[src/tcc_pkg.sv]
`default_nettype none

package tcc_pkg;

    localparam int RUN_DEPTH = 4;

    typedef enum logic [2:0] {
        CMD_TOGGLE    = 3'd0,
        CMD_DRAW      = 3'd1,
        CMD_ERASE     = 3'd2,
        CMD_ERASE_EOL = 3'd3,
        CMD_SCROLL    = 3'd4,
        CMD_CLEAR     = 3'd5
    } cmd_t;

    typedef enum logic [1:0] {
        ESC_NORMAL = 2'd0,
        ESC_SEEN   = 2'd1,
        ESC_CSI    = 2'd2
    } esc_phase_t;

    typedef enum logic [1:0] {
        CFG_LEFT_COLUMN  = 2'd0,
        CFG_RIGHT_LIMIT  = 2'd1,
        CFG_TOP_ROW      = 2'd2,
        CFG_BOTTOM_LIMIT = 2'd3
    } cfg_index_t;

    localparam logic       ACT_PUT   = 1'b0;
    localparam logic       ACT_CLEAR = 1'b1;

    localparam logic [6:0] CH_BS      = 7'h08;
    localparam logic [6:0] CH_HT      = 7'h09;
    localparam logic [6:0] CH_NL      = 7'h0A;
    localparam logic [6:0] CH_VT      = 7'h0B;
    localparam logic [6:0] CH_CR      = 7'h0D;
    localparam logic [6:0] CH_ESC     = 7'h1B;
    localparam logic [6:0] CH_SPACE   = 7'h20;
    localparam logic [6:0] CH_DEL     = 7'h7F;
    localparam logic [6:0] CH_LBRACK  = 7'h5B;
    localparam logic [6:0] CH_UP      = 7'h41;
    localparam logic [6:0] CH_RIGHT   = 7'h43;
    localparam logic [6:0] CH_ERASE_K = 7'h4B;
    localparam logic [6:0] CH_HOME    = 7'h48;

    localparam logic [6:0] LEFT_COLUMN_RST  = 7'd8;
    localparam logic [7:0] RIGHT_LIMIT_RST  = 8'd96;
    localparam logic [5:0] TOP_ROW_RST      = 6'd2;
    localparam logic [6:0] BOTTOM_LIMIT_RST = 7'd48;

    typedef struct packed {
        logic       action;
        logic [7:0] char_code;
    } in_item_t;

    typedef struct packed {
        cmd_t       command;
        logic [6:0] cell_column;
        logic [5:0] cell_row;
        logic [6:0] glyph;
        logic       last_of_run;
    } out_item_t;

    typedef struct packed {
        logic [6:0] left_column;
        logic [7:0] right_limit;
        logic [5:0] top_row;
        logic [6:0] bottom_limit;
    } cfg_t;

    typedef struct packed {
        logic [6:0] column;
        logic [5:0] row;
        esc_phase_t phase;
    } cursor_t;

endpackage

`default_nettype wire

[src/tcc_step.sv]
`default_nettype none

module tcc_step (
    input  tcc_pkg::in_item_t                                item,
    input  tcc_pkg::cfg_t                                    cfg,
    input  tcc_pkg::cursor_t                                 cur,
    output tcc_pkg::out_item_t [tcc_pkg::RUN_DEPTH-1:0]      run,
    output logic [1:0]                                       last_idx,
    output tcc_pkg::cursor_t                                 cur_next
);
    import tcc_pkg::*;

    logic [6:0] c;
    logic [7:0] col_inc;
    logic [7:0] tab_stop;
    logic [6:0] row_inc;
    logic       row_scroll;
    logic [6:0] bottom_dec;
    logic [5:0] row_adv;
    logic [6:0] col;
    logic [5:0] row;
    logic [1:0] n;
    esc_phase_t phase;

    assign c          = item.char_code[6:0];
    assign col_inc    = {1'b0, cur.column} + 8'd1;
    assign tab_stop   = {({1'b0, cur.column[6:3]} + 5'd1), 3'b000};
    assign row_inc    = {1'b0, cur.row} + 7'd1;
    assign row_scroll = row_inc >= cfg.bottom_limit;
    assign bottom_dec = cfg.bottom_limit - 7'd1;
    assign row_adv    = row_scroll ? bottom_dec[5:0] : row_inc[5:0];

    // escape phase
    always_comb begin
        phase = cur.phase;
        if (item.action == ACT_PUT) begin
            unique case (cur.phase)
                ESC_SEEN: phase = (c == CH_LBRACK) ? ESC_CSI : ESC_NORMAL;
                ESC_CSI:  phase = ESC_NORMAL;
                default: begin
                    if (c == CH_ESC) phase = ESC_SEEN;
                end
            endcase
        end
    end

    // command run and cursor motion
    always_comb begin
        run = '0;
        col = cur.column;
        row = cur.row;
        n   = 2'd1;
        if (item.action == ACT_CLEAR) begin
            run[0].command = CMD_CLEAR;
            col = cfg.left_column;
            row = cfg.top_row;
        end else begin
            run[0].command     = CMD_TOGGLE;
            run[0].cell_column = cur.column;
            run[0].cell_row    = cur.row;
            unique case (cur.phase)
                ESC_SEEN: ;
                ESC_CSI: begin
                    unique case (c)
                        CH_UP: begin
                            if (cur.row > cfg.top_row) row = cur.row - 6'd1;
                        end
                        CH_RIGHT: begin
                            if (col_inc < cfg.right_limit) col = col_inc[6:0];
                        end
                        CH_ERASE_K: begin
                            if ({1'b0, cur.column} < cfg.right_limit) begin
                                run[1].command     = CMD_ERASE_EOL;
                                run[1].cell_column = cur.column;
                                run[1].cell_row    = cur.row;
                                n = 2'd2;
                            end
                        end
                        CH_HOME: begin
                            col = cfg.left_column;
                            row = cfg.top_row;
                        end
                        default: ;
                    endcase
                end
                default: begin
                    if (c >= CH_SPACE && c != CH_DEL) begin
                        run[1].command     = CMD_DRAW;
                        run[1].cell_column = cur.column;
                        run[1].cell_row    = cur.row;
                        run[1].glyph       = c;
                        n = 2'd2;
                        if (col_inc >= cfg.right_limit) begin
                            col = cfg.left_column;
                            row = row_adv;
                            if (row_scroll) begin
                                run[2].command     = CMD_SCROLL;
                                run[2].cell_column = cfg.left_column;
                                run[2].cell_row    = cfg.top_row;
                                n = 2'd3;
                            end
                        end else begin
                            col = col_inc[6:0];
                        end
                    end else begin
                        unique case (c)
                            CH_BS: begin
                                if (cur.column > cfg.left_column) col = cur.column - 7'd1;
                            end
                            CH_HT, CH_VT: begin
                                if (tab_stop < cfg.right_limit) col = tab_stop[6:0];
                            end
                            CH_NL: begin
                                row = row_adv;
                                if (row_scroll) begin
                                    run[1].command     = CMD_SCROLL;
                                    run[1].cell_column = cfg.left_column;
                                    run[1].cell_row    = cfg.top_row;
                                    n = 2'd2;
                                end
                            end
                            CH_CR: col = cfg.left_column;
                            CH_DEL: begin
                                if (cur.column > cfg.left_column) begin
                                    col = cur.column - 7'd1;
                                    run[1].command     = CMD_ERASE;
                                    run[1].cell_column = col;
                                    run[1].cell_row    = cur.row;
                                    n = 2'd2;
                                end
                            end
                            default: ;
                        endcase
                    end
                end
            endcase
        end
        run[n].command     = CMD_TOGGLE;
        run[n].cell_column = col;
        run[n].cell_row    = row;
        run[n].glyph       = '0;
        run[n].last_of_run = 1'b1;
    end

    assign last_idx = n;
    assign cur_next = '{column: col, row: row, phase: phase};

endmodule

`default_nettype wire

[src/text_console_cursor_control.sv]
`default_nettype none

// Cursor and escape-sequence controller for a character console. Each input
// transfer (a character or a clear request) yields a run of two to four
// drawing commands on the m_ channel, one per cycle while m_ready is high,
// the last flagged by last_of_run. An accepted item waits in the input
// register until the run buffer is free, then its whole run is computed in
// a single pass and loaded into the run buffer; the next item loads as the
// last command of the previous run is taken, so sustained throughput is set
// by the single output port draining the run buffer. Configuration writes
// on cfg_* are always accepted and take effect at once; change them only
// while no run is pending.
module text_console_cursor_control (
    input  wire                  aclk,
    input  wire                  aresetn,
    input  wire                  s_valid,
    output logic                 s_ready,
    input  tcc_pkg::in_item_t    s_data,
    output logic                 m_valid,
    input  wire                  m_ready,
    output tcc_pkg::out_item_t   m_data,
    input  wire                  cfg_valid,
    output logic                 cfg_ready,
    input  tcc_pkg::cfg_index_t  cfg_index,
    input  wire [7:0]            cfg_data
);
    import tcc_pkg::*;

    cfg_t                          cfg_reg;
    cursor_t                       cur_reg;
    cursor_t                       cur_next;
    in_item_t                      in_reg;
    logic                          in_valid_reg;
    out_item_t [RUN_DEPTH-1:0]     run_reg;
    out_item_t [RUN_DEPTH-1:0]     run_next;
    logic                          run_valid_reg;
    logic [1:0]                    idx_reg;
    logic [1:0]                    last_idx_reg;
    logic [1:0]                    last_idx_next;
    logic                          take;
    logic                          load;

    assign cfg_ready = 1'b1;
    assign take      = run_valid_reg && m_ready;
    assign load      = in_valid_reg && (!run_valid_reg || (take && idx_reg == last_idx_reg));
    assign s_ready   = !in_valid_reg || load;
    assign m_valid   = run_valid_reg;
    assign m_data    = run_reg[idx_reg];

    tcc_step u_step (
        .item     (in_reg),
        .cfg      (cfg_reg),
        .cur      (cur_reg),
        .run      (run_next),
        .last_idx (last_idx_next),
        .cur_next (cur_next)
    );

    always_ff @(posedge aclk) begin
        if (!aresetn) begin
            cfg_reg.left_column  <= LEFT_COLUMN_RST;
            cfg_reg.right_limit  <= RIGHT_LIMIT_RST;
            cfg_reg.top_row      <= TOP_ROW_RST;
            cfg_reg.bottom_limit <= BOTTOM_LIMIT_RST;
        end else if (cfg_valid && cfg_ready) begin
            unique case (cfg_index)
                CFG_LEFT_COLUMN:  cfg_reg.left_column  <= cfg_data[6:0];
                CFG_RIGHT_LIMIT:  cfg_reg.right_limit  <= cfg_data;
                CFG_TOP_ROW:      cfg_reg.top_row      <= cfg_data[5:0];
                CFG_BOTTOM_LIMIT: cfg_reg.bottom_limit <= cfg_data[6:0];
            endcase
        end
    end

    always_ff @(posedge aclk) begin
        if (!aresetn) begin
            in_valid_reg <= 1'b0;
        end else if (s_valid && s_ready) begin
            in_valid_reg <= 1'b1;
        end else if (load) begin
            in_valid_reg <= 1'b0;
        end
    end

    always_ff @(posedge aclk) begin
        if (s_valid && s_ready) in_reg <= s_data;
    end

    always_ff @(posedge aclk) begin
        if (!aresetn) begin
            cur_reg.column <= LEFT_COLUMN_RST;
            cur_reg.row    <= TOP_ROW_RST;
            cur_reg.phase  <= ESC_NORMAL;
            run_valid_reg  <= 1'b0;
            idx_reg        <= '0;
            last_idx_reg   <= '0;
        end else if (load) begin
            cur_reg       <= cur_next;
            run_valid_reg <= 1'b1;
            idx_reg       <= '0;
            last_idx_reg  <= last_idx_next;
        end else if (take) begin
            if (idx_reg == last_idx_reg) run_valid_reg <= 1'b0;
            else idx_reg <= idx_reg + 2'd1;
        end
    end

    always_ff @(posedge aclk) begin
        if (load) run_reg <= run_next;
    end

    a_idx_in_run: assert property (@(posedge aclk) disable iff (!aresetn)
        run_valid_reg |-> idx_reg <= last_idx_reg)
        else $error("run index past end of run");

    a_last_flag: assert property (@(posedge aclk) disable iff (!aresetn)
        m_valid |-> (m_data.last_of_run == (idx_reg == last_idx_reg)))
        else $error("last_of_run disagrees with run length");

    a_run_head: assert property (@(posedge aclk) disable iff (!aresetn)
        (m_valid && idx_reg == 2'd0) |->
            (m_data.command == CMD_TOGGLE || m_data.command == CMD_CLEAR))
        else $error("run does not open with toggle or clear");

    a_run_tail: assert property (@(posedge aclk) disable iff (!aresetn)
        (m_valid && m_data.last_of_run) |-> m_data.command == CMD_TOGGLE)
        else $error("run does not close with cursor toggle");

    a_load_source: assert property (@(posedge aclk) disable iff (!aresetn)
        (s_valid && s_ready && in_valid_reg) |-> load)
        else $error("input register overwritten before loading");

endmodule

`default_nettype wire

[config.mk]
export PLATFORM = sky130hd
export DESIGN_NAME = text_console_cursor_control
export DESIGN_NICKNAME = d
export VERILOG_FILES = /design/src/tcc_pkg.sv /design/src/tcc_step.sv /design/src/text_console_cursor_control.sv
export SDC_FILE = /design/constraint.sdc
export NUM_CORES = 1
export LEC_CHECK = 0
export BUFFER_PORTS_ARGS = -buffer_cell sky130_fd_sc_hd__buf_4
export CAP_MARGIN = 20
export CORE_MARGIN = 4
export CORE_UTILIZATION = 53
export DETAILED_ROUTE_END_ITERATION = 7
export PLACE_DENSITY = 0.73
export SETUP_SLACK_MARGIN = 0.3
export SLEW_MARGIN = 0
export SYNTH_ARGS = -nofsm -noshare
export SYNTH_HDL_FRONTEND = slang
export SYNTH_SLANG_ARGS = --single-unit
[constraint.sdc]
create_clock -name aclk -period 8.27 [get_ports aclk]
set_input_delay 1.2405 -clock aclk [delete_from_list [all_inputs] [get_ports aclk]]
set_output_delay 1.2405 -clock aclk [all_outputs]
set_load 0.03 [all_outputs]
==> flow_summary.json, run 1 <==
{
  "status": "finished clean",
  "synth_top_area_share_pct": 27.68,
  "die_y_um": 132.7,
  "grt_pass1_wl_um": 35800,
  "vias_per_cell": 6.366,
  "crit_path_max_fanout": 15,
  "postCtsSetupRepairBufs": 0,
  "largest_reg_flops": 68,
  "yosys.area_share.adder_pct": 7.587,
  "grt_pass1_vias": 6501,
  "layout.cells.most_common": "nand2_1",
  "synthMuxAreaShare_pct": 7.238,
  "cp-end-kind": "flip-flop",
  "worstHoldStart": "cfg_reg[6]",
  "vias": 6977,
  "fillers": 1307,
  "ant_nets": 0,
  "antenna_found_initial": 0,
  "grt_usage_pct": 25.74,
  "final_area_mm2": 0.009220,
  "slowest_delay_ns": 0.76,
  "yosysSeqAreaShare_pct": 39.58,
  "rsz0062_at_grt": "no",
  "synth.distinct_cells": 83,
  "critPathMostFrequentCell": "ha_1",
  "clk-insertion-delay-late_ns": 0.43,
  "h-tree-depth": 4,
  "initial_core_util_pct": 54.24,
  "synth_top_area_cell": "edfxtp_1",
  "die-area_mm2": 0.01762,
  "gp_congestion": 0.9436,
  "syn_area_mm2": 0.008245,
  "start_kind": "flip-flop",
  "timing.fmax_mhz": 226.9,
  "dp_hpwl_um": 16130,
  "io_buffers": 48,
  "synth-simple-area-share_pct": 19.20,
  "die_w_um": 132.7,
  "finalClockSkew_ns": 0.008404,
  "cpMaxStageDelayCell": "nor2_1",
  "yosys_register_bits": 125,
  "wl_um": 22390,
  "antennaDiodeCount": 0,
  "async_flop_share_pct": 0,
  "finalSetupViolCount": 0,
  "place_area_mm2": 0.008648,
  "drcViolationCount": 0,
  "reg2reg_from": "cur_reg[11]",
  "required_ns": 8.40,
  "clock-sinks": 125,
  "nets": 969,
  "ir_drop_uv": 152.7,
  "io-pin-count": 51,
  "layout_common_cells": "86 x nand2_1, 76 x edfxtp_1, 55 x a21oi_1, 55 x buf_4, 50 x ha_1",
  "power.density_mw_per_mm2": 185.0,
  "hold_class": "reg -> reg",
  "yosys_warnings": 0,
  "hold_viol_final": 0,
  "crit_start": "cur_reg[11]",
  "slew_headroom_pct": 34.62,
  "cts-hold-fix-buffers": 0,
  "area_growth_pct": 11.82,
  "grt_overflow_total": 0,
  "rows": 45,
  "cts_buffer_depth": 2,
  "grt_max_degree": 51,
  "ctsResizeCount": 0,
  "fin_crit_ns": 4.407,
  "synth_top_family_by_area": "simple AND/OR/NAND/NOR gates",
  "root_buffer": "clkbuf_16",
  "synth_edf_count": 76,
  "cp_cell_sequence": "ha_1 > nand4_1 > xnor2_1 > ha_1 > a21oi_1 > o21ai_0 > a31o_2 > and3_1 > o31a_1 > nor2_1 > nor3_1",
  "synth_nets": 953,
  "path_class": "reg -> reg",
  "cts_tree": "yes",
  "max_cap_viol_count": 0,
  "power_leakage_uw": 0.003482,
  "firstDrtPassIters": 6,
  "reg2reg_slack_ns": 3.86,
  "synth_cells": 879,
  "clk_pin_slew_worst_paths_ns": 0.06,
  "finalCritPeriodShare_pct": 53.29,
  "slew_violations": 0,
  "tightest_slew_ns": 0.9772,
  "avgRoutedWirePerCell_um": 20.43,
  "setup_tns_ns": 0,
  "synth_compound_area_share_pct": 18.59,
  "synthTopCellsByArea": "edfxtp_1 28%, dfxtp_1 12%, ha_1 7.6%",
  "drive_gt1_share_pct": 13.77,
  "ys.flop_type": "edfxtp_1",
  "drtIter0Drc": 762,
  "cts_buffers": 17,
  "avgSynthCellArea_um2": 9.380,
  "synth_xor_area_share_pct": 2.656,
  "arrival_ns": 4.53,
  "core_area_mm2": 0.01520
}
where the power goes:
part           total (uW)  switching, uW  internal [uW]
Sequential            729           33.5            695
Combinational         238            148           89.7
Clock                 739            295            444
cell type report:
class	count	area (um^2)	area share [%]
clock buffer	19	432.9	4.695
clock inverter	13	138.9	1.506
inverter	47	176.4	1.913
multi-input combinational	649	4561	49.46
sequential	125	3263	35.39
tap	188	235.2	2.551
timing repair buffer	55	412.9	4.478
critical path: cells and delay by family, from the launching register on:
kind	cells	cell delay, ns
AND/OR/NAND/NOR	4	1.34
AO/OA/AOI/OAI	4	1.05
flip-flops	1	0.73
adder cells (fa/ha/maj)	2	0.69
XOR/XNOR	1	0.29
kinds of logic (layout without fill, tap and decap cells):
kind of cell    Yosys count  after routing
fa+ha+maj                50             50
flops                   125            125
other cells               1              1
compound gates          224            224
mux                      42             42
buf+inv                 105            134
simple gates            307            307
xor+xnor                 25             25
final timing paths:
kind                      end  depth (start not counted)
hold / removal     cfg_reg[6]                          2
setup reg to reg  run_reg[15]                         11
hold reg to reg    cfg_reg[6]                          2
setup / recovery  run_reg[15]                         11
Yosys cell counts (18+ instances only):
| master | instances |
|---|---|
| nand3_1 | 27 |
| clkbuf_1 | 48 |
| a21oi_1 | 55 |
| nand2_1 | 86 |
| nor3_1 | 21 |
| ha_1 | 50 |
| dfxtp_1 | 49 |
| inv_1 | 47 |
| xnor2_1 | 18 |
| o21ai_0 | 48 |
| edfxtp_1 | 76 |
| nor2_1 | 49 |
| and2_1 | 19 |
| nor2b_1 | 27 |
| mux2i_1 | 27 |
through the flow:
stage               setup slack, ns  instances  total power (uW)  util (%)  hold slack (ns)
floorplan                     3.952        879             901.3         -           0.4435
global placement              3.897       1064             968.3     56.89           0.4543
detailed placement            3.940       1064             972.9     56.89           0.4809
CTS                           3.923       1096              1702     60.65           0.4889
global route                  3.514       1096              1763     60.65           0.5258
finish                        3.863       1096              1706     60.65           0.4851
per-layer routing:
metal | track usage (%) | part of all wire (%)
met4 | 9.700 | 2.7
met1 | 37.11 | 45
met5 | 0 | 0
met2 | 37.41 | 43
met3 | 6.502 | 9.3
(Power assumes the default switching activity.)
==> run 2: changes to the inputs <==
==> constraint.sdc (replaced) <==
create_clock -name aclk -period 4.3 [get_ports aclk]
set_input_delay 0.645 -clock aclk [delete_from_list [all_inputs] [get_ports aclk]]
set_output_delay 0.645 -clock aclk [all_outputs]
set_load 0.03 [all_outputs]
==> run 2 against run 1 <==
  * Setup slack got worse by 3.4 ns
  * Critical path depth unchanged
  * Clock skew increased by 0.0016 ns
==> flow_summary.json, run 2 (synthesis results as in run 1) <==
{
  "status": "finished clean",
  "path_class": "reg -> reg",
  "gp_congestion": 0.9557,
  "root_buffer": "clkbuf_16",
  "use_met3_pct": 4.639,
  "cp_cell_sequence": "ha_1 > nand4_1 > xnor2_1 > ha_1 > a21oi_1 > o21ai_1 > a31o_2 > a21oi_1 > o21ai_0 > a2111oi_4 > mux2i_1",
  "tightest_slew_ns": 0.9807,
  "place_area_mm2": 0.008806,
  "clock-sinks": 125,
  "fin_util_pct": 61.80,
  "timing.fmax_mhz": 263.2,
  "largest_reg_flops": 68,
  "setup_tns_ns": 0,
  "slew_violations": 0,
  "finalClockSkew_ns": 0.009967,
  "vias_per_cell": 6.327,
  "dp_hpwl_um": 16660,
  "grt_util_met1_pct": 38.34,
  "cpMaxStageDelayCell": "dfxtp_1",
  "rsz0062_at_grt": "no",
  "grt_max_degree": 51,
  "initial_core_util_pct": 54.24,
  "p_comb_share_pct": 14.8,
  "slew_headroom_pct": 34.52,
  "grt_usage_pct": 26.02,
  "crit_path_max_fanout": 10,
  "grt_pass1_wl_um": 36490,
  "finalSetupViolCount": 0,
  "h-tree-depth": 4,
  "ir_drop_uv": 249.5,
  "swShare_pct": 28.90,
  "firstDrtPassIters": 7,
  "die_w_um": 132.7,
  "pwr-share-clk_pct": 42.6,
  "required_ns": 4.46,
  "cts_buffer_depth": 2,
  "arrival_ns": 3.96,
  "io-pin-count": 51,
  "hold_class": "in -> reg",
  "start_kind": "flip-flop",
  "rows": 45,
  "clk_pin_slew_worst_paths_ns": 0.06,
  "layout_common_cells": "85 x nand2_1, 76 x edfxtp_1, 76 x buf_4",
  "grt_overflow_total": 0,
  "fin_hold_ws_ns": 0.3950,
  "antennaDiodeCount": 0,
  "wl_um": 22680,
  "hold_viol_final": 0,
  "die_y_um": 132.7,
  "grt-busiest-layer": "met2",
  "core_area_mm2": 0.01520,
  "antenna_found_initial": 0,
  "cp-end-kind": "flip-flop",
  "ant_nets": 0,
  "final_area_mm2": 0.009395,
  "dp_worst_setup_slack_ns": 0.3807,
  "slowest_delay_ns": 0.50,
  "worst_slack_ns": 0.5008,
  "max_cap_viol_count": 0,
  "avgRoutedWirePerCell_um": 20.31,
  "cts_tree": "yes",
  "power.share.sequential_pct": 42.5,
  "io_buffers": 48,
  "cts_buffers": 17,
  "nets": 990,
  "p_sw_uw": 945.4,
  "finalCritPeriodShare_pct": 88.35,
  "drive_gt1_share_pct": 16.68,
  "cts-hold-fix-buffers": 0,
  "grt_pass1_vias": 6555,
  "fin_crit_ns": 3.799,
  "vias": 7067,
  "area_growth_pct": 13.95,
  "fillers": 1290,
  "drcViolationCount": 0,
  "layout.cells.most_common": "nand2_1",
  "p_int_uw": 2326,
  "globalRouteMet2Util_pct": 38.80,
  "power.density_mw_per_mm2": 348.2,
  "drtIter0Drc": 851,
  "power_leakage_uw": 0.003591,
  "clk-insertion-delay-late_ns": 0.43,
  "die-area_mm2": 0.01762
}
==> run 2: routing by layer <==
metal | vias up | routed length (um)
met5 | - | 0
met4 | 0 | 560
met3 | 51 | 1811
met2 | 343 | 9849
met1 | 3342 | 10460
li1 | 3331 | -
==> run 2: through the flow <==
stage	power (uW)	std cells
after global placement	1875	1085
after detailed placement	1887	1085
after global routing	3392	1117
after floorplan	1734	879
after CTS	3267	1117
final	3271	1117
==> run 2: final timing paths <==
check,start,endpoint,slack (ns),cells after the start
hold reg to reg,cfg_reg[6],cfg_reg[6],0.48,2
setup reg to reg,cur_reg[12],run_reg[34],0.50,11
hold / removal,s_data[0],in_reg[0],0.39,1
setup / recovery,cur_reg[12],run_reg[34],0.50,11
==> run 2: cell type report <==
| cell class | instances | area, um^2 | share of cell area, % |
|---|---|---|---|
| Multi-Input combinational cell | 649 | 4588 | 48.83 |
| Clock buffer | 17 | 425.4 | 4.528 |
| Timing Repair Buffer | 76 | 570.5 | 6.073 |
| Inverter | 47 | 176.4 | 1.878 |
| Tap cell | 188 | 235.2 | 2.504 |
| Sequential cell | 125 | 3264 | 34.74 |
| Clock inverter | 15 | 135.1 | 1.438 |
==> run 2: what timing repair did <==
| item | CTS | global route |
|---|---|---|
| resized for setup | 0 | 7 |
| endpoints found under the setup margin | 0 | 31 |
| buffers inserted | 0 | 0 |
| hold endpoints to repair | 0 | 0 |
==> run 2: worst max-delay path, delay by kind of cell, from the launching register on <==
kind                       cells  cell delay, ns
adders and majority gates      2            0.65
xor gates and xnor gates       1            0.30
muxes                          1            0.13
and+or+nand+nor                1            0.23
DFF                            1            0.50
AOI/OAI and AO/OA              6            1.73
==> run 2: power by group through the flow <==
| stage | registers [uW] | logic (uW) | clock network, uW |
|---|---|---|---|
| global placement | 1410 | 463 | 0 |
| global route | 1400 | 533 | 1460 |
| finish | 1390 | 486 | 1390 |
| CTS | 1390 | 476 | 1400 |
| floorplan | 1390 | 345 | 0 |
| detailed placement | 1410 | 472 | 0 |
==> run 3: changes to the inputs <==
==> constraint.sdc (replaced) <==
create_clock -name aclk -period 3.7 [get_ports aclk]
set_input_delay 0.555 -clock aclk [delete_from_list [all_inputs] [get_ports aclk]]
set_output_delay 0.555 -clock aclk [all_outputs]
set_load 0.03 [all_outputs]
==> run 3 against run 2 <==
  * Sequential share of layout area fell by 1.5 points
  * Final area rose by 5.0%
  * Global-route usage rose by 0.69 points
  * Wire length rose by 3.4%
  * Critical endpoint is now run_reg[64]
  * Clock-buffer cell count rose by 3
  * Clock skew fell by 0.00064 ns
  * Setup slack got worse by 0.12 ns
  * Die area did not move
  * Clock power rose by 36%
  * Flip-flop and latch count did not move
==> flow_summary.json, run 3 (synthesis results as in run 1) <==
{
  "cp_cell_sequence": "ha_1 > nand3_1 > xnor2_1 > ha_1 > nand4_1 > o21ai_0 > buf_4 > and3_1 > and2_0 > buf_4 > nand2_1 > o21ai_0",
  "place_area_mm2": 0.009031,
  "antenna_found_initial": 0,
  "cts_buffers": 17,
  "cp-end-kind": "flip-flop",
  "fin_cells": 1156,
  "fin_crit_ns": 3.319,
  "hold_depth": 1,
  "core_area_mm2": 0.01520,
  "rows": 45,
  "clk_pin_slew_worst_paths_ns": 0.06,
  "drtIter0Drc": 698,
  "avgRoutedWirePerCell_um": 20.29,
  "antennaDiodeCount": 0,
  "layout_common_cells": "115 x buf_4, 86 x nand2_1, 76 x edfxtp_1",
  "grt_max_degree": 51,
  "fin_hold_ws_ns": 0.3073,
  "required_ns": 3.92,
  "root_buffer": "clkbuf_16",
  "h-tree-depth": 4,
  "firstDrtPassIters": 6,
  "p_sw_uw": 1083,
  "slew_headroom_pct": 37.85,
  "grt_pass1_wl_um": 37050,
  "timing.fmax_mhz": 301.3,
  "grt_overflow_total": 0,
  "clk-insertion-delay-late_ns": 0.42,
  "largest_reg_flops": 68,
  "start_kind": "flip-flop",
  "ir_drop_uv": 358.3,
  "slowest_delay_ns": 0.46,
  "drive_gt1_share_pct": 22.00,
  "finalSetupViolCount": 0,
  "power.density_mw_per_mm2": 418.6,
  "hold_class": "in -> reg",
  "max_cap_viol_count": 0,
  "io_buffers": 48,
  "tightest_slew_ns": 0.9279,
  "die-area_mm2": 0.01762,
  "finalClockSkew_ns": 0.009331,
  "status": "finished clean",
  "final_area_mm2": 0.009868,
  "cts-hold-fix-buffers": 0,
  "grt_usage_pct": 26.70,
  "area_growth_pct": 19.68,
  "ant_nets": 0,
  "io-pin-count": 51,
  "finalCritPeriodShare_pct": 89.70,
  "slew_violations": 0,
  "nets": 1029,
  "cts_tree": "yes",
  "initial_core_util_pct": 54.24,
  "layout.cells.most_common": "buf_4",
  "die_w_um": 132.7,
  "setup_tns_ns": 0,
  "pwr-share-clk_pct": 45.8,
  "wl_um": 23450,
  "vias_per_cell": 6.232,
  "place_inst": 1115,
  "vias": 7204,
  "p_int_uw": 3047,
  "gp_congestion": 0.9691,
  "hold_viol_final": 0,
  "swShare_pct": 26.22,
  "p_comb_share_pct": 15.1,
  "arrival_ns": 3.54,
  "cts_buffer_depth": 2,
  "path_class": "reg -> reg",
  "rr_worst_depth": 12,
  "clock-sinks": 125,
  "crit_path_max_fanout": 13,
  "die_y_um": 132.7,
  "power.share.sequential_pct": 39.1,
  "grt_pass1_vias": 6666,
  "power_leakage_uw": 0.003833,
  "dp_hpwl_um": 17260,
  "cpMaxStageDelayCell": "and2_0",
  "rsz0062_at_grt": "no",
  "drcViolationCount": 0
}
-- run 3: cell types whose count changed in the layout (fill, tap and decap cells not counted), moves of 3 or more --
cell	delta
buf_4	+39
dfxtp_1	-8
dfxtp_2	+7
bufinv_16	+4
clkinv_2	-4
inv_1	-3
-- run 3: power by group through the flow --
stage               clock network, uW  logic, uW  registers (uW)
finish                           1890        624            1610
CTS                              1910        580            1610
detailed placement                  0        572            1640
global route                     1980        678            1620
floorplan                           0        401            1610
global placement                    0        563            1640
-- run 3: per-layer routing --
metal	global-route usage (%)	up-vias	share of wire [%]
li1	-	3407	-
met1	38.87	3411	46
met2	39.90	344	44
met3	5.475	42	8.2
met4	8.891	0	2.2
met5	0	-	0
-- run 3: per-stage QoR --
stage / util, % / power [uW] / setup WS, ns
finish: 64.91 / 4131 / 0.3810
global route: 64.91 / 4276 / 0.2788
CTS: 63.87 / 4096 / 0.3038
detailed placement: 59.41 / 2212 / 0.2396
global placement: 59.41 / 2199 / 0.3179
floorplan: - / 2013 / 0.3441
-- run 3: final cells by class --
cell class / count / area [um^2]
Clock inverter: 12 / 205.2
Multi-Input combinational cell: 649 / 4643
Inverter: 47 / 187.7
Clock buffer: 20 / 456.7
Timing Repair Buffer: 115 / 863.3
Sequential cell: 125 / 3277
Fill cell: 1284 / 5334
Tap cell: 188 / 235.2
-- run 3: what timing repair did --
| action | 4_1_cts | 5_1_grt |
|---|---|---|
| setup buffers | 0 | 9 |
| pin swaps | 0 | 3 |
| gates cloned | 0 | 0 |
| setup endpoints to repair | 18 | 45 |
| resized for setup | 4 | 27 |
-- run 3: path summary, 6_finish.rpt --
kind            endpoint  startpoint  slack (ns)
min reg2reg   cfg_reg[6]  cfg_reg[6]        0.48
max          run_reg[64]  cur_reg[3]        0.38
min            in_reg[3]   s_data[3]        0.31
max reg2reg  run_reg[64]  cur_reg[3]        0.38
-- run 3: worst max-delay path, delay by kind of cell (launching register included) --
kind	cells	cell delay [ns]
adders and majority gates	2	0.52
buffers and inverters	2	0.53
AOI/OAI and AO/OA	2	0.49
and+or+nand+nor	5	0.96
xor gates and xnor gates	1	0.17
DFF	1	0.44
